<file path="src/bcfr_pkg.sv">
// shared types, constants and curve tables for the battery charge frame rewriter
package bcfr_pkg;

    localparam int CHARGE_WIDTH_DEF     = 40;
    localparam int REST_COUNT_WIDTH_DEF = 17;

    localparam logic [10:0] ID_DATA   = 11'h373;
    localparam logic [10:0] ID_CHARGE = 11'h374;
    localparam logic [7:0]  FORCE_HIGH_CODE = 8'd210;
    localparam logic [7:0]  REPORT_BIAS     = 8'd10;
    localparam logic [7:0]  REPORT_FULL     = 8'd200;
    localparam logic [7:0]  MIN_CELL_RESET  = 8'd66;
    localparam int          UNITS_PER_AH    = 36000000;
    localparam int          UNITS_PER_HALF  = 180000;
    localparam int          SOC_FULL        = 11372700;
    localparam int          SOC_PER_HALF    = 50000;

    // register indexes
    localparam logic [2:0] REG_CAPACITY  = 3'd0;
    localparam logic [2:0] REG_ZERO      = 3'd1;
    localparam logic [2:0] REG_REST_BAND = 3'd2;
    localparam logic [2:0] REG_REST_NEED = 3'd3;
    localparam logic [2:0] REG_STARTUP   = 3'd4;

    localparam logic [6:0]  CAPACITY_RESET  = 7'd90;
    localparam logic [15:0] ZERO_RESET      = 16'd32700;
    localparam logic [15:0] REST_BAND_RESET = 16'd200;
    localparam logic [16:0] REST_NEED_RESET = 17'd60000;
    localparam logic [4:0]  STARTUP_RESET   = 5'd20;

    typedef struct packed {
        logic        source_bus;
        logic [10:0] frame_id;
        logic [63:0] payload_bytes;
        logic        max_cell_force;
    } t_in_word;

    typedef struct packed {
        logic        dest_bus;
        logic [10:0] out_frame_id;
        logic [63:0] out_payload_bytes;
    } t_out_word;

    typedef struct packed {
        logic [6:0]  capacity_ah;
        logic [15:0] current_zero_code;
        logic [15:0] rest_band_code;
        logic [16:0] rest_frames_needed;
        logic [4:0]  startup_frames;
    } t_cfg;

    typedef enum logic [3:0] {
        ST_IDLE,
        ST_SOC,        // register curve soc
        ST_MUL,        // soc * capacity
        ST_RECIP,      // divide by 5 through reciprocal
        ST_SEED,       // seed counters (data) / rest seed (charge)
        ST_ADD,        // add current
        ST_CLAMP,      // charge frame clamp
        ST_DIV1,
        ST_DIV2,
        ST_DONE,
        ST_OUT
    } t_state;

    typedef struct packed {
        logic load;
        logic soc;
        logic mul;
        logic recip;
        logic seed;
        logic add;
        logic clamp;
        logic div_start;
        logic div_step;
        logic finish;
    } t_cmd;

    typedef struct packed {
        logic is_data;
        logic is_charge;
        logic div_done;
    } t_status;

    // curve: soc in 1e-5 percent for minimum cell byte v
    function automatic logic [23:0] curve_soc(input logic [7:0] v);
        logic [17:0] slope;
        logic [25:0] offs;
        logic [27:0] prod;
        logic [9:0]  c;
        slope = 18'd0;
        offs  = 26'd0;
        c     = {2'b00, v} + 10'd210;
        if (v < 8'd90)       begin slope = 18'd4082;   offs = 26'd1122550;  end
        else if (v < 8'd137) begin slope = 18'd33497;  offs = 26'd9947100;  end
        else if (v < 8'd150) begin slope = 18'd132143; offs = 26'd44157300; end
        else if (v < 8'd162) begin slope = 18'd183199; offs = 26'd62568400; end
        else if (v < 8'd171) begin slope = 18'd89213;  offs = 26'd27596200; end
        else if (v < 8'd182) begin slope = 18'd131098; offs = 26'd43550000; end
        else if (v < 8'd190) begin slope = 18'd100031; offs = 26'd31368600; end
        else                 begin slope = 18'd135913; offs = 26'd45710600; end
        prod = 28'(slope) * 28'(c);
        if (v < 8'd65) curve_soc = 24'd0;
        else if (v >= 8'd210) curve_soc = 24'(SOC_FULL);
        else if (prod <= {2'b00, offs}) curve_soc = 24'd0;
        else curve_soc = 24'(prod - {2'b00, offs});
    endfunction

endpackage

</file>
<file path="src/battery_charge_frame_rewriter.sv">
// top level of the battery charge frame rewriter
//   channel | direction | handshake          | payload
//   in      | input     | i_in_valid/o_in_stall  | t_in_word
//   out     | output    | o_out_valid/i_out_stall| t_out_word
//   cfg     | input     | apb psel/penable   | 32-bit registers
// one word at a time: other frames go straight to the result, data frames also pass
// the scaling and add states, and charge frames the scaling, the clamp and a
// bit-serial divide by capacity*180000; no new word is taken until the result leaves.
// reset restores the register defaults and the counter state.
// the result word holds while i_out_stall is high; no new word is taken meanwhile.
module battery_charge_frame_rewriter #(
    parameter int CHARGE_WIDTH     = bcfr_pkg::CHARGE_WIDTH_DEF,
    parameter int REST_COUNT_WIDTH = bcfr_pkg::REST_COUNT_WIDTH_DEF
) (
    input  logic                i_clk,
    input  logic                i_rst_n,
    input  logic                i_in_valid,
    output logic                o_in_stall,
    input  bcfr_pkg::t_in_word  i_in_word,
    output logic                o_out_valid,
    input  logic                i_out_stall,
    output bcfr_pkg::t_out_word o_out_word,
    input  logic                psel,
    input  logic                penable,
    input  logic                pwrite,
    input  logic [4:0]          paddr,
    input  logic [31:0]         pwdata,
    output logic [31:0]         prdata,
    output logic                pready
);

    bcfr_pkg::t_cfg    r_cfg;
    bcfr_pkg::t_cmd    cmd;
    bcfr_pkg::t_status status;
    logic [2:0]        reg_idx;

    assign pready  = 1'b1;
    assign reg_idx = paddr[4:2];

    always_ff @(posedge i_clk) begin
        if (!i_rst_n) begin
            r_cfg.capacity_ah        <= bcfr_pkg::CAPACITY_RESET;
            r_cfg.current_zero_code  <= bcfr_pkg::ZERO_RESET;
            r_cfg.rest_band_code     <= bcfr_pkg::REST_BAND_RESET;
            r_cfg.rest_frames_needed <= bcfr_pkg::REST_NEED_RESET;
            r_cfg.startup_frames     <= bcfr_pkg::STARTUP_RESET;
        end else if (psel && penable && pwrite) begin
            unique case (reg_idx)
                bcfr_pkg::REG_CAPACITY:  r_cfg.capacity_ah        <= pwdata[6:0];
                bcfr_pkg::REG_ZERO:      r_cfg.current_zero_code  <= pwdata[15:0];
                bcfr_pkg::REG_REST_BAND: r_cfg.rest_band_code     <= pwdata[15:0];
                bcfr_pkg::REG_REST_NEED: r_cfg.rest_frames_needed <= pwdata[16:0];
                bcfr_pkg::REG_STARTUP:   r_cfg.startup_frames     <= pwdata[4:0];
                default: ;
            endcase
        end
    end

    always_comb begin
        unique case (reg_idx)
            bcfr_pkg::REG_CAPACITY:  prdata = {25'd0, r_cfg.capacity_ah};
            bcfr_pkg::REG_ZERO:      prdata = {16'd0, r_cfg.current_zero_code};
            bcfr_pkg::REG_REST_BAND: prdata = {16'd0, r_cfg.rest_band_code};
            bcfr_pkg::REG_REST_NEED: prdata = {15'd0, r_cfg.rest_frames_needed};
            bcfr_pkg::REG_STARTUP:   prdata = {27'd0, r_cfg.startup_frames};
            default:                 prdata = 32'd0;
        endcase
    end

    bcfr_ctrl u_ctrl (
        .i_clk(i_clk), .i_rst_n(i_rst_n),
        .i_in_valid(i_in_valid), .o_in_stall(o_in_stall),
        .o_out_valid(o_out_valid), .i_out_stall(i_out_stall),
        .i_status(status), .o_cmd(cmd)
    );

    bcfr_datapath #(
        .CHARGE_WIDTH(CHARGE_WIDTH), .REST_COUNT_WIDTH(REST_COUNT_WIDTH)
    ) u_dp (
        .i_clk(i_clk), .i_rst_n(i_rst_n),
        .i_in_word(i_in_word), .i_cfg(r_cfg),
        .i_cmd(cmd), .o_status(status), .o_out_word(o_out_word)
    );

endmodule

</file>
<file path="src/bcfr_ctrl.sv">
// controller state machine for the battery charge frame rewriter
module bcfr_ctrl (
    input  logic              i_clk,
    input  logic              i_rst_n,
    input  logic              i_in_valid,
    output logic              o_in_stall,
    output logic              o_out_valid,
    input  logic              i_out_stall,
    input  bcfr_pkg::t_status i_status,
    output bcfr_pkg::t_cmd    o_cmd
);

    bcfr_pkg::t_state r_state, n_state;

    always_ff @(posedge i_clk) begin
        if (!i_rst_n) r_state <= bcfr_pkg::ST_IDLE;
        else          r_state <= n_state;
    end

    always_comb begin
        n_state = r_state;
        unique case (r_state)
            bcfr_pkg::ST_IDLE:  if (i_in_valid) n_state = bcfr_pkg::ST_SOC;
            bcfr_pkg::ST_SOC: begin
                if (i_status.is_data || i_status.is_charge) n_state = bcfr_pkg::ST_MUL;
                else n_state = bcfr_pkg::ST_DONE;
            end
            bcfr_pkg::ST_MUL:   n_state = bcfr_pkg::ST_RECIP;
            bcfr_pkg::ST_RECIP: n_state = bcfr_pkg::ST_SEED;
            bcfr_pkg::ST_SEED: begin
                if (i_status.is_data) n_state = bcfr_pkg::ST_ADD;
                else n_state = bcfr_pkg::ST_CLAMP;
            end
            bcfr_pkg::ST_ADD:   n_state = bcfr_pkg::ST_DONE;
            bcfr_pkg::ST_CLAMP: n_state = bcfr_pkg::ST_DIV1;
            bcfr_pkg::ST_DIV1:  n_state = bcfr_pkg::ST_DIV2;
            bcfr_pkg::ST_DIV2:  if (i_status.div_done) n_state = bcfr_pkg::ST_DONE;
            bcfr_pkg::ST_DONE:  n_state = bcfr_pkg::ST_OUT;
            bcfr_pkg::ST_OUT:   if (!i_out_stall) n_state = bcfr_pkg::ST_IDLE;
            default:            n_state = bcfr_pkg::ST_IDLE;
        endcase
    end

    always_comb begin
        o_cmd       = '0;
        o_in_stall  = 1'b1;
        o_out_valid = 1'b0;
        unique case (r_state)
            bcfr_pkg::ST_IDLE: begin
                o_in_stall = 1'b0;
                o_cmd.load = i_in_valid;
            end
            bcfr_pkg::ST_SOC:   o_cmd.soc   = 1'b1;
            bcfr_pkg::ST_MUL:   o_cmd.mul   = 1'b1;
            bcfr_pkg::ST_RECIP: o_cmd.recip = 1'b1;
            bcfr_pkg::ST_SEED:  o_cmd.seed  = 1'b1;
            bcfr_pkg::ST_ADD:   o_cmd.add   = 1'b1;
            bcfr_pkg::ST_CLAMP: o_cmd.clamp = 1'b1;
            bcfr_pkg::ST_DIV1:  o_cmd.div_start = 1'b1;
            bcfr_pkg::ST_DIV2:  o_cmd.div_step  = 1'b1;
            bcfr_pkg::ST_DONE:  o_cmd.finish    = 1'b1;
            bcfr_pkg::ST_OUT:   o_out_valid     = 1'b1;
            default: ;
        endcase
    end

endmodule

</file>
<file path="src/bcfr_datapath.sv">
// counters, curve, scaling and frame rewrite datapath
module bcfr_datapath #(
    parameter int CHARGE_WIDTH     = bcfr_pkg::CHARGE_WIDTH_DEF,
    parameter int REST_COUNT_WIDTH = bcfr_pkg::REST_COUNT_WIDTH_DEF
) (
    input  logic                i_clk,
    input  logic                i_rst_n,
    input  bcfr_pkg::t_in_word  i_in_word,
    input  bcfr_pkg::t_cfg      i_cfg,
    input  bcfr_pkg::t_cmd      i_cmd,
    output bcfr_pkg::t_status   o_status,
    output bcfr_pkg::t_out_word o_out_word
);

    localparam int QW = 28;   // quotient register, covers counter / 180000
    localparam int DW = CHARGE_WIDTH + 1;
    localparam logic signed [CHARGE_WIDTH-1:0] CMAX =
        {1'b0, {(CHARGE_WIDTH-1){1'b1}}};
    localparam logic signed [CHARGE_WIDTH-1:0] CMIN =
        {1'b1, {(CHARGE_WIDTH-1){1'b0}}};
    localparam logic [REST_COUNT_WIDTH-1:0] REST_MAX = '1;
    localparam logic [31:0] RECIP5     = 32'hCCCC_CCCD;   // ceil(2^34 / 5)
    localparam logic [24:0] RECIP_HALF = 25'd21990233;    // ceil(2^40 / 50000)

    bcfr_pkg::t_in_word r_in;
    logic signed [CHARGE_WIDTH-1:0] r_cnt, r_cor;
    logic [7:0]                    r_min;
    logic [4:0]                    r_sc;
    logic                          r_seeded;
    logic [REST_COUNT_WIDTH-1:0]   r_rest;
    logic [23:0]                   r_soc;
    logic [30:0]                   r_prod;      // soc*cap, fits 31 bits
    logic [28:0]                   r_q5;        // soc*cap / 5
    logic [63:0]                   r_pay;
    logic                          r_rest_seed;
    logic                          r_need_seed;
    // two restoring dividers run side by side on one denominator, one quotient bit a cycle
    logic [CHARGE_WIDTH-2:0]       r_num1, r_num2;
    logic [DW-1:0]                 r_rem1, r_rem2;
    logic [QW-1:0]                 r_q1, r_q2;
    logic                          r_neg1, r_neg2, r_full1, r_full2;
    logic [$clog2(CHARGE_WIDTH)-1:0] r_bit;
    logic [DW-1:0]                 r_den;

    logic [6:0]  cap;
    logic signed [CHARGE_WIDTH-1:0] full_c, seed_c;
    logic signed [CHARGE_WIDTH+1:0] sum_c, sum_r;
    logic signed [16:0] d;
    logic [16:0] mag;
    logic [7:0]  vb;
    logic [DW-1:0] t1, t2;
    logic [62:0] recip_prod;
    logic [30:0] five_q;
    logic [2:0]  rem5;
    logic [3:0]  round_add;
    logic [33:0] seed_val;
    logic [48:0] half_prod;
    logic [8:0]  soc_half;
    logic [7:0]  rep1, rep2;

    assign cap    = (i_cfg.capacity_ah == 7'd0) ? 7'd1 : i_cfg.capacity_ah;
    assign full_c = CHARGE_WIDTH'(33'(cap) * 33'(bcfr_pkg::UNITS_PER_AH));
    assign vb     = r_in.payload_bytes[15:8];
    assign d      = $signed({1'b0, r_in.payload_bytes[23:16], r_in.payload_bytes[31:24]})
                  - $signed({1'b0, i_cfg.current_zero_code});
    assign mag    = d[16] ? 17'(-d) : 17'(d);

    // (18y + 2) / 5 with y = 5q + b is 18q + (18b + 2) / 5
    assign recip_prod = 63'(r_prod) * 63'(RECIP5);
    assign five_q     = {r_q5, 2'b00} + 31'(r_q5);
    assign rem5       = 3'(r_prod - five_q);

    always_comb begin
        case (rem5)
            3'd1:    round_add = 4'd4;
            3'd2:    round_add = 4'd7;
            3'd3:    round_add = 4'd11;
            3'd4:    round_add = 4'd14;
            default: round_add = 4'd0;
        endcase
    end

    assign seed_val = 34'({r_q5, 4'b0000}) + 34'({r_q5, 1'b0}) + 34'(round_add);
    // seed fits in CHARGE_WIDTH for all capacities since max is under 2^36
    assign seed_c = CHARGE_WIDTH'(seed_val);
    assign sum_c  = (CHARGE_WIDTH+2)'(r_cnt) + (CHARGE_WIDTH+2)'(d);
    assign sum_r  = (CHARGE_WIDTH+2)'(r_cor) + (CHARGE_WIDTH+2)'(d);
    assign t1 = {r_rem1[DW-2:0], r_num1[CHARGE_WIDTH-2]};
    assign t2 = {r_rem2[DW-2:0], r_num2[CHARGE_WIDTH-2]};
    // soc / 50000 by reciprocal, exact for any 24-bit soc
    assign half_prod = 49'(r_soc) * 49'(RECIP_HALF);
    assign soc_half  = half_prod[48:40];

    function automatic logic signed [CHARGE_WIDTH-1:0] sat(
        input logic signed [CHARGE_WIDTH+1:0] v);
        if (v > (CHARGE_WIDTH+2)'(CMAX)) sat = CMAX;
        else if (v < (CHARGE_WIDTH+2)'(CMIN)) sat = CMIN;
        else sat = v[CHARGE_WIDTH-1:0];
    endfunction

    always_comb begin
        if (r_full1)     rep1 = bcfr_pkg::REPORT_FULL;
        else if (r_neg1) rep1 = 8'd0;
        else             rep1 = r_q1[7:0];
        if (r_rest_seed) rep2 = (soc_half > 9'd200) ? bcfr_pkg::REPORT_FULL : soc_half[7:0];
        else if (r_full2) rep2 = bcfr_pkg::REPORT_FULL;
        else if (r_neg2)  rep2 = 8'd0;
        else              rep2 = r_q2[7:0];
    end

    assign o_status.is_data   = (r_in.frame_id == bcfr_pkg::ID_DATA);
    assign o_status.is_charge = (r_in.frame_id == bcfr_pkg::ID_CHARGE);
    assign o_status.div_done  = (r_bit == '0);

    always_ff @(posedge i_clk) begin
        if (!i_rst_n) begin
            r_cnt    <= CHARGE_WIDTH'(34'(bcfr_pkg::CAPACITY_RESET) * 34'(bcfr_pkg::UNITS_PER_AH));
            r_cor    <= CHARGE_WIDTH'(34'(bcfr_pkg::CAPACITY_RESET) * 34'(bcfr_pkg::UNITS_PER_AH));
            r_min    <= bcfr_pkg::MIN_CELL_RESET;
            r_sc     <= 5'd0;
            r_seeded <= 1'b0;
            r_rest   <= '0;
            r_bit    <= '0;
        end else begin
            if (i_cmd.load) r_in <= i_in_word;
            if (i_cmd.soc) begin
                r_pay <= r_in.payload_bytes;
                if (o_status.is_data && vb > 8'd65 && vb < 8'd210) begin
                    r_min <= vb;
                    r_soc <= bcfr_pkg::curve_soc(vb);
                end else begin
                    r_soc <= bcfr_pkg::curve_soc(r_min);
                end
                r_need_seed <= o_status.is_data && !r_seeded && (r_sc >= i_cfg.startup_frames);
                r_rest_seed <= o_status.is_charge &&
                    (32'(r_rest) > 32'(i_cfg.rest_frames_needed));
                if (o_status.is_data && !r_seeded && r_sc < i_cfg.startup_frames
                    && r_sc != 5'd31)
                    r_sc <= r_sc + 5'd1;
            end
            if (i_cmd.mul) r_prod <= 31'(r_soc) * 31'(cap);
            if (i_cmd.recip) r_q5 <= recip_prod[62:34];
            if (i_cmd.seed) begin
                if (r_need_seed) begin
                    r_cnt    <= seed_c;
                    r_cor    <= seed_c;
                    r_seeded <= 1'b1;
                end
                if (r_rest_seed) r_cor <= seed_c;
            end
            if (i_cmd.add) begin
                r_cnt <= sat(sum_c);
                r_cor <= sat(sum_r);
                if (mag < {1'b0, i_cfg.rest_band_code}) begin
                    if (r_rest != REST_MAX) r_rest <= r_rest + 1'b1;
                end else begin
                    r_rest <= '0;
                end
                if (r_in.max_cell_force) r_pay[7:0] <= bcfr_pkg::FORCE_HIGH_CODE;
            end
            if (i_cmd.clamp) begin
                r_full1 <= r_cnt > full_c;
                r_neg1  <= r_cnt[CHARGE_WIDTH-1];
                r_full2 <= !r_rest_seed && (r_cor > full_c);
                r_neg2  <= r_cor[CHARGE_WIDTH-1];
                if (r_cnt > full_c) r_cnt <= full_c;
                if (!r_rest_seed && r_cor > full_c) r_cor <= full_c;
                r_pay[55:48] <= {cap, 1'b0};
            end
            if (i_cmd.div_start) begin
                r_num1 <= r_cnt[CHARGE_WIDTH-2:0];
                r_num2 <= r_cor[CHARGE_WIDTH-2:0];
                r_rem1 <= '0;
                r_rem2 <= '0;
                r_q1   <= '0;
                r_q2   <= '0;
                r_den  <= DW'(25'(cap) * 25'(bcfr_pkg::UNITS_PER_HALF));
                r_bit  <= ($clog2(CHARGE_WIDTH))'(CHARGE_WIDTH - 1);
            end
            if (i_cmd.div_step && r_bit != '0) begin
                r_bit  <= r_bit - 1'b1;
                r_num1 <= r_num1 << 1;
                r_num2 <= r_num2 << 1;
                if (t1 >= r_den) begin
                    r_rem1 <= t1 - r_den;
                    r_q1   <= {r_q1[QW-2:0], 1'b1};
                end else begin
                    r_rem1 <= t1;
                    r_q1   <= {r_q1[QW-2:0], 1'b0};
                end
                if (t2 >= r_den) begin
                    r_rem2 <= t2 - r_den;
                    r_q2   <= {r_q2[QW-2:0], 1'b1};
                end else begin
                    r_rem2 <= t2;
                    r_q2   <= {r_q2[QW-2:0], 1'b0};
                end
            end
            if (i_cmd.finish && o_status.is_charge) begin
                r_pay[7:0]  <= rep1 + bcfr_pkg::REPORT_BIAS;
                r_pay[15:8] <= rep2 + bcfr_pkg::REPORT_BIAS;
            end
        end
    end

    assign o_out_word.dest_bus          = ~r_in.source_bus;
    assign o_out_word.out_frame_id      = r_in.frame_id;
    assign o_out_word.out_payload_bytes = r_pay;

endmodule

</file>
<file path="config.mk">
export PLATFORM = sky130hd
export DESIGN_NAME = battery_charge_frame_rewriter
export DESIGN_NICKNAME = d
export VERILOG_FILES = /design/src/bcfr_pkg.sv /design/src/battery_charge_frame_rewriter.sv /design/src/bcfr_ctrl.sv /design/src/bcfr_datapath.sv
export SDC_FILE = /design/constraint.sdc
export NUM_CORES = 2
export LEC_CHECK = 0
export ABC_AREA = 1
export BUFFER_PORTS_ARGS = -buffer_cell sky130_fd_sc_hd__buf_2
export CORE_MARGIN = 8
export CORE_UTILIZATION = 50
export DETAILED_ROUTE_END_ITERATION = 10
export PLACE_DENSITY_LB_ADDON = 0.15
export REMOVE_ABC_BUFFERS = 1
export SLEW_MARGIN = 20
export SYNTH_ARGS = -nofsm -noshare
export SYNTH_HDL_FRONTEND = slang
export SYNTH_SLANG_ARGS = --single-unit
export TNS_END_PERCENT = 10
</file>
<file path="constraint.sdc">
create_clock -name i_clk -period 23.7 [get_ports i_clk]
set_input_delay 3.555 -clock i_clk [delete_from_list [all_inputs] [get_ports i_clk]]
set_output_delay 3.555 -clock i_clk [all_outputs]
set_load 0.005 [all_outputs]
</file>
Word level (Yosys, flattened, before mapping)
Cells that the tools add are included.
{ "word_totals": {"register_bits": 607, "inputBits": 121, "out_inout_bits": 111} }
{ "classes": {"addsub": 19, "multipliers": 7, "order_cmp": 35, "n_eq_ne": 26, "muxes": 113, "bitwise_logic": 1, "n_reduce_logical": 42} }
{ "ops": {"columns": ["op", "count"], "rows": [
  ["$mux 40", 20],
  ["$mux 26", 20],
  ["$mux 18", 20],
  ["$mux 24", 7],
  ["$mux 39", 4],
  ["$lt 8x8->1 const B", 13],
  ["$mux 8", 12],
  ["$pmux 17 s5", 1],
  ["$gt 42x40->1 const B", 2],
  ["$lt 42x40->1 const B", 2],
  ["$add 40x17->41", 2],
  ["$ge 41x25->1", 2],
  ["$gt 40x34->1", 2],
  ["$sub 40x25->40", 2],
  ["$mul 31x32->63 const B", 1],
  ["$le 28x26->1", 2],
  ["$mux 56", 1],
  ["$mul 18x9->27", 2],
  ["$mux 17", 3],
  ["$mul 24x25->49 const B", 1],
  ["$sub 24x24->24", 2],
  ["$pmux 4 s11", 1],
  ["$reduce_and 2->1", 18],
  ["$add 33x30->34", 1],
  ["50 further kinds", 102]
]} }

Logic depth before layout (Yosys ltp)
{ "logic_depth": {"depth_word": 17, "ltp_mapped": 50} }

Hierarchy
From an unflattened synthesis, not the netlist that was laid out.
{ "unflattened": {"cells_unflattened": 10007, "hier_area_um2": 81139.1} }
{ "by_module_without_submodules": {"columns": ["module", "n_inst", "cells_per_inst", "area_each_um2", "seq_area_each_um2"], "rows": [
  ["bcfr_datapath", 1, 9482, 77714.5, 15104.5],
  ["battery_charge_frame_rewriter", 1, 464, 3075.4, 1221.2],
  ["bcfr_ctrl", 1, 61, 349.1, 80.1]
]} }

Worst setup path after synthesis
Ideal clock, no wire load.
{ "synth_path": {"kind": "input -> register", "from": "input port i_rst_n", "to": "register u_dp.r_num1[0], enable pin", "setup_time_ps": 711, "arrival_ps": 11537, "path_slack_ps": 11452, "path_stages": 5, "path_cell_list": "clkbuf_1 > inv_1 > clkbuf_1 > buf_2 > nor2_1"} }
{ "synth_via": {"elab_chain_cells": 1} }
{ "synth_lines": {"columns": ["element", "line", "rtl"], "rows": [
  ["start, declared", "battery_charge_frame_rewriter.sv:16", "input logic i_rst_n,"],
  ["$reduce_and 2->1 (no line)", null, null],
  ["end signal, assigned", "bcfr_datapath.sv:171", "r_num1 <= r_cnt[CHARGE_WIDTH-2:0];"],
  ["end signal, assigned", "bcfr_datapath.sv:182", "r_num1 <= r_num1 << 1;"],
  ["end, declared", "bcfr_datapath.sv:38", "logic [CHARGE_WIDTH-2:0] r_num1, r_num2;"]
]} }
Every way passes these cells.
A chain may end at the register's enable or synchronous reset.

Final worst setup path
{ "layout_path": {"from": "register u_dp.r_in[10] in the netlist's numbering", "to": "register u_dp.r_soc[5], data pin"} }
{ "layout_via": {"elab_chain_cells": 17} }
{ "layout_lines": {"columns": ["element", "line", "rtl"], "rows": [
  ["start, declared", "bcfr_datapath.sv:25", "bcfr_pkg::t_in_word r_in;"],
  ["start signal, assigned", "bcfr_datapath.sv:125", "if (i_cmd.load) r_in <= i_in_word;"],
  ["$lt 8x8->1", "bcfr_pkg.sv:100", "else if (v < 8'd190) begin slope = 18'd100031; offs = 26'd31368600; end"],
  ["$mux 18", "bcfr_pkg.sv:100", null],
  ["$mux 18", "bcfr_pkg.sv:99", "else if (v < 8'd182) begin slope = 18'd131098; offs = 26'd43550000; end"],
  ["$mux 18", "bcfr_pkg.sv:98", "else if (v < 8'd171) begin slope = 18'd89213; offs = 26'd27596200; end"],
  ["$mux 18", "bcfr_pkg.sv:97", "else if (v < 8'd162) begin slope = 18'd183199; offs = 26'd62568400; end"],
  ["$mux 18", "bcfr_pkg.sv:96", "else if (v < 8'd150) begin slope = 18'd132143; offs = 26'd44157300; end"],
  ["$mux 18", "bcfr_pkg.sv:95", "else if (v < 8'd137) begin slope = 18'd33497; offs = 26'd9947100; end"],
  ["$mux 18", "bcfr_pkg.sv:94", "if (v < 8'd90) begin slope = 18'd4082; offs = 26'd1122550; end"],
  ["$mux 18", "bcfr_datapath.sv:128", "if (o_status.is_data && vb > 8'd65 && vb < 8'd210) begin"],
  ["$mux 18", "bcfr_datapath.sv:126", "if (i_cmd.soc) begin"],
  ["$mux 18", "bcfr_datapath.sv:116", "if (!i_rst_n) begin"],
  ["$mul 18x9->27", "bcfr_pkg.sv:102", "prod = 28'(slope) * 28'(c);"],
  ["$sub 24x24->24 or $le 28x26->1 (tied branches)", "bcfr_pkg.sv:106, bcfr_pkg.sv:105", null],
  ["$mux 24", "bcfr_pkg.sv:105", "else if (prod <= {2'b00, offs}) curve_soc = 24'd0;"],
  ["$mux 24", "bcfr_pkg.sv:104", "else if (v >= 8'd210) curve_soc = 24'(SOC_FULL);"],
  ["$mux 24", "bcfr_pkg.sv:103", "if (v < 8'd65) curve_soc = 24'd0;"],
  ["$mux 24 (*)", "bcfr_datapath.sv:128", null],
  ["end signal, assigned", "bcfr_datapath.sv:130", "r_soc <= bcfr_pkg::curve_soc(vb);"],
  ["end signal, assigned", "bcfr_datapath.sv:132", "r_soc <= bcfr_pkg::curve_soc(r_min);"],
  ["end, declared", "bcfr_datapath.sv:31", "logic [23:0] r_soc;"]
]} }
Mark *: on every way between the ends. The rest lies on a longest branch, timed or not. The select of a mux whose other input is x is not followed.

==> impl_metrics.prom <==
# TYPE chip_impl_metric gauge
chip_impl_metric{name="antenna_found_initial",unit=""} 11
chip_impl_info{name="worst_r2r_startpoint",value="u_dp.r_in[10]"} 1
chip_impl_metric{name="average_instance_area_after_synthesis",unit="um^2"} 8.18
chip_impl_metric{name="htree_levels",unit=""} 3
chip_impl_metric{name="netlist_area",unit="um^2"} 79900
chip_impl_info{name="holdCritStartpoint",value="u_dp.r_in[62]"} 1
chip_impl_metric{name="detailed_place_hpwl",unit="mm"} 205
chip_impl_metric{name="num_rows",unit=""} 146
chip_impl_info{name="commonest_cells_after_routing_fill_and_taps_aside",value="inv_1 (1937), nand2_1 (1742), ha_1 (1103), nor2_1 (837), fa_1 (826)"} 1
chip_impl_metric{name="floorplan.die.width",unit="um"} 416
chip_impl_info{name="crit_path_start",value="u_dp.r_in[10]"} 1
chip_impl_info{name="crit_path_end_kind",value="flip-flop"} 1
chip_impl_info{name="netlist.top_cell.by_area",value="fa_1"} 1
chip_impl_metric{name="setup_viol",unit=""} 0
chip_impl_metric{name="worstHoldPathCells",unit=""} 0
chip_impl_metric{name="min_period",unit="ns"} 9.71
chip_impl_metric{name="min_period_over_period",unit="%"} 41.0
chip_impl_metric{name="synthesized_flop_and_latch_total",unit=""} 607
chip_impl_info{name="most_common_library_cell_in_the_layout_ignoring_fill_and_taps",value="inv_1"} 1
chip_impl_metric{name="timing.final.max_slew_violations",unit=""} 0
chip_impl_metric{name="avgViaCountPerCell",unit=""} 5.53
chip_impl_info{name="timing.setup.critical_path_class",value="flip-flop to flip-flop"} 1
chip_impl_metric{name="grt_start_max_net_pins",unit=""} 167
chip_impl_info{name="path_category_of_the_worst_min_delay_check",value="flip-flop to flip-flop"} 1
chip_impl_metric{name="fmaxAchievable",unit="GHz"} 0.103
chip_impl_metric{name="grt_pass1_wl",unit="mm"} 387
chip_impl_metric{name="last_weighted_congestion_value_of_the_routability_driven_placer",unit=""} 0.963
chip_impl_metric{name="synth_sequential_area_ratio",unit="%"} 20.5
chip_impl_metric{name="post_cts.resized_instances",unit=""} 0
chip_impl_metric{name="cap_violations",unit=""} 0
chip_impl_metric{name="post_cts_buffers",unit=""} 0
chip_impl_metric{name="clock_insertion_delay_worst_skew",unit="ns"} 0.68
chip_impl_metric{name="cts_buffer_count",unit=""} 72
chip_impl_info{name="rsz_0062_raised_after_global_routing",value="false"} 1
chip_impl_metric{name="post_synthesis_cell_count",unit=""} 9770
chip_impl_metric{name="core_area",unit="um^2"} 159000
chip_impl_info{name="root_buffer",value="clkbuf_16"} 1
chip_impl_metric{name="number_of_cells_on_the_worst_reg_to_reg_path",unit=""} 34
chip_impl_metric{name="die_area",unit="um^2"} 173000
chip_impl_info{name="worst_path_max_delay_cell",value="edfxtp_1"} 1
chip_impl_metric{name="detail_route.first_pass.iterations",unit=""} 6
chip_impl_metric{name="number_of_enable_type_register_cells_in_the_synthesized_netlist",unit=""} 425
chip_impl_metric{name="finalNetCount",unit=""} 12000
chip_impl_metric{name="grt.overflow.total",unit=""} 0
chip_impl_metric{name="dr_total_vias",unit=""} 66700
chip_impl_metric{name="relSlewSlack",unit="%"} 2.85
chip_impl_metric{name="worst_case_clock_buffer_depth",unit=""} 3
chip_impl_metric{name="cts.clk_slew.worst_paths",unit="ns"} 0.06
chip_impl_metric{name="cts.sinks",unit=""} 607
chip_impl_metric{name="number_of_warnings_issued_by_yosys",unit=""} 0
chip_impl_info{name="outcome",value="completed"} 1
chip_impl_metric{name="ios",unit=""} 232
chip_impl_metric{name="final_layout_size_suffix_gt1_share",unit="%"} 4.77
chip_impl_metric{name="r2r_setup_slack",unit="ns"} 13.99
chip_impl_metric{name="hold_buf_count_cts",unit=""} 0
chip_impl_metric{name="first_global_vias",unit=""} 67600
chip_impl_metric{name="fillerInstances",unit=""} 15100
chip_impl_metric{name="drcViolationCount",unit=""} 0
chip_impl_metric{name="dieHeight",unit="um"} 416
chip_impl_metric{name="initial_utilization",unit="%"} 50.4
chip_impl_info{name="cp-start-kind",value="flip-flop"} 1
chip_impl_metric{name="least_margin_pin_slew",unit="ns"} 1.46
chip_impl_metric{name="yosys.area.top_type_share",unit="%"} 20.7
chip_impl_metric{name="detailedRoute.firstIterationViolations",unit=""} 4706
chip_impl_info{name="synth_area_leaders",value="fa_1 (21%), ha_1 (17%), edfxtp_1 (16%)"} 1
chip_impl_metric{name="globalRouteTotalUtil",unit="%"} 28.3
chip_impl_metric{name="postRouteWirelength",unit="mm"} 248
chip_impl_metric{name="max_stage_delay",unit="ns"} 0.73
chip_impl_metric{name="finalHoldViolCount",unit=""} 0
chip_impl_info{name="worst_hold_path.endpoint",value="u_dp.r_pay[61]"} 1
chip_impl_metric{name="async_reset_ff_share",unit="%"} 0
chip_impl_metric{name="cp.required",unit="ns"} 24.23
chip_impl_metric{name="crit_arrival",unit="ns"} 10.24
chip_impl_info{name="tritoncts",value="built"} 1
chip_impl_metric{name="area_growth_syn_to_layout",unit="%"} 7.02
chip_impl_metric{name="final_antenna_net_count",unit=""} 0
chip_impl_metric{name="worstPathMaxFanout",unit=""} 16
chip_impl_metric{name="skew",unit="ns"} 0.0336
chip_impl_info{name="critical_path.reg2reg.endpoint",value="u_dp.r_soc[5]"} 1
chip_impl_metric{name="post_drt_wl_per_cell",unit="um"} 20.6
chip_impl_metric{name="number_of_library_cell_types_mapped_by_synthesis",unit=""} 74
chip_impl_info{name="ys_dominant_reg_cell",value="edfxtp_1"} 1
chip_impl_metric{name="setup_tns",unit="ns"} 0
chip_impl_metric{name="place.port_buffers",unit=""} 198
## layer usage
metal	track usage (%)	part of all wire [%]
met1	37.5	43
met2	47.5	47
met3	4.07	6.3
met4	9.41	3.8
met5	0	0.0064
## kinds of logic after synthesis
kind of cell             Yosys count  synth area share [%]
AND/OR/NAND/NOR                 3122                  15.9
buffers and inverters           2146                  10.3
adder cells (fa/ha/maj)         1929                  38.0
AO/OA/AOI/OAI                   1599                  11.3
flip-flops                       607                  20.5
XOR/XNOR                         365                  4.02
other                              2               0.00940
## stage by stage
step | util, % | cells | area (um^2) | hold slack, ns | worst slack, ns
3_5_place_dp | 52.5 | 11900 | 83200 | 0.406 | 14.06
6_report | 53.9 | 12100 | 85500 | 0.416 | 13.99
2_1_floorplan | - | 9599 | 79100 | 0.400 | 11.64
3_3_place_gp | 52.5 | 11900 | 83200 | 0.401 | 14.15
4_1_cts | 53.9 | 12100 | 85500 | 0.418 | 14.05
5_1_grt | 53.9 | 12100 | 85500 | 0.427 | 13.45
## final cells by class
class | instances | area [um^2] | area share, %
well taps | 2072 | 2590 | 3.03
multi-input cells | 7031 | 55400 | 64.8
clock inverters | 37 | 340 | 0.398
repair buffers | 259 | 1460 | 1.71
inverters | 1961 | 7370 | 8.62
flip-flops and latches | 607 | 16400 | 19.2
clock buffers | 94 | 1930 | 2.26
diodes | 4 | 10.0 | 0.0117
## flip-flops by register name, indices dropped and copies added (netlist names), 11 cells and up
| register | cells |
|---|---|
| u_dp.r_rest | 17 |
| u_dp.r_in | 66 |
| u_dp.r_cor | 40 |
| u_dp.r_q5 | 29 |
| u_dp.r_prod | 31 |
| u_dp.r_num1 | 39 |
| u_dp.r_cnt | 40 |
| r_cfg | 61 |
| u_dp.r_pay | 64 |
| u_dp.r_soc | 24 |
| u_dp.o_out_word | 11 |
| u_dp.r_rem2 | 40 |
| u_dp.r_rem1 | 40 |
| u_dp.r_num2 | 39 |
| u_dp.r_den | 20 |
## cells in the mapped netlist, types with 70 or more instances
| cell type | instances |
|---|---|
| a21oi_1 | 716 |
| a31oi_1 | 70 |
| clkbuf_1 | 110 |
| dfxtp_1 | 182 |
| edfxtp_1 | 425 |
| fa_1 | 826 |
| ha_1 | 1103 |
| inv_1 | 1939 |
| nand2_1 | 1743 |
| nand3_1 | 244 |
| nand4_1 | 85 |
| nor2_1 | 846 |
| nor3_1 | 94 |
| o211ai_1 | 71 |
| o21ai_0 | 481 |
| xnor2_1 | 135 |
| xor2_1 | 228 |
## critical path: cells and delay by family (launching register included)
kind,cells,cell delay [ns]
compound gates,10,2.21
fa+ha+maj,6,2.86
flops,1,0.73
buf+inv,6,1.06
simple gates,11,2.63
xor+xnor,1,0.09
## worst max-delay path by stage
stage                           endpoint  slack [ns]
after global routing       u_dp.r_soc[5]       13.45
after CTS                  u_dp.r_soc[5]       14.05
after global placement     u_dp.r_soc[5]       14.15
final                      u_dp.r_soc[5]       13.99
after floorplan           u_dp.r_num1[0]       11.64
after detailed placement   u_dp.r_soc[5]       14.06
Power is left out: the tool's default activity adds up to more than one toggle a clock period on the data nets, which glitch-free logic cannot reach.
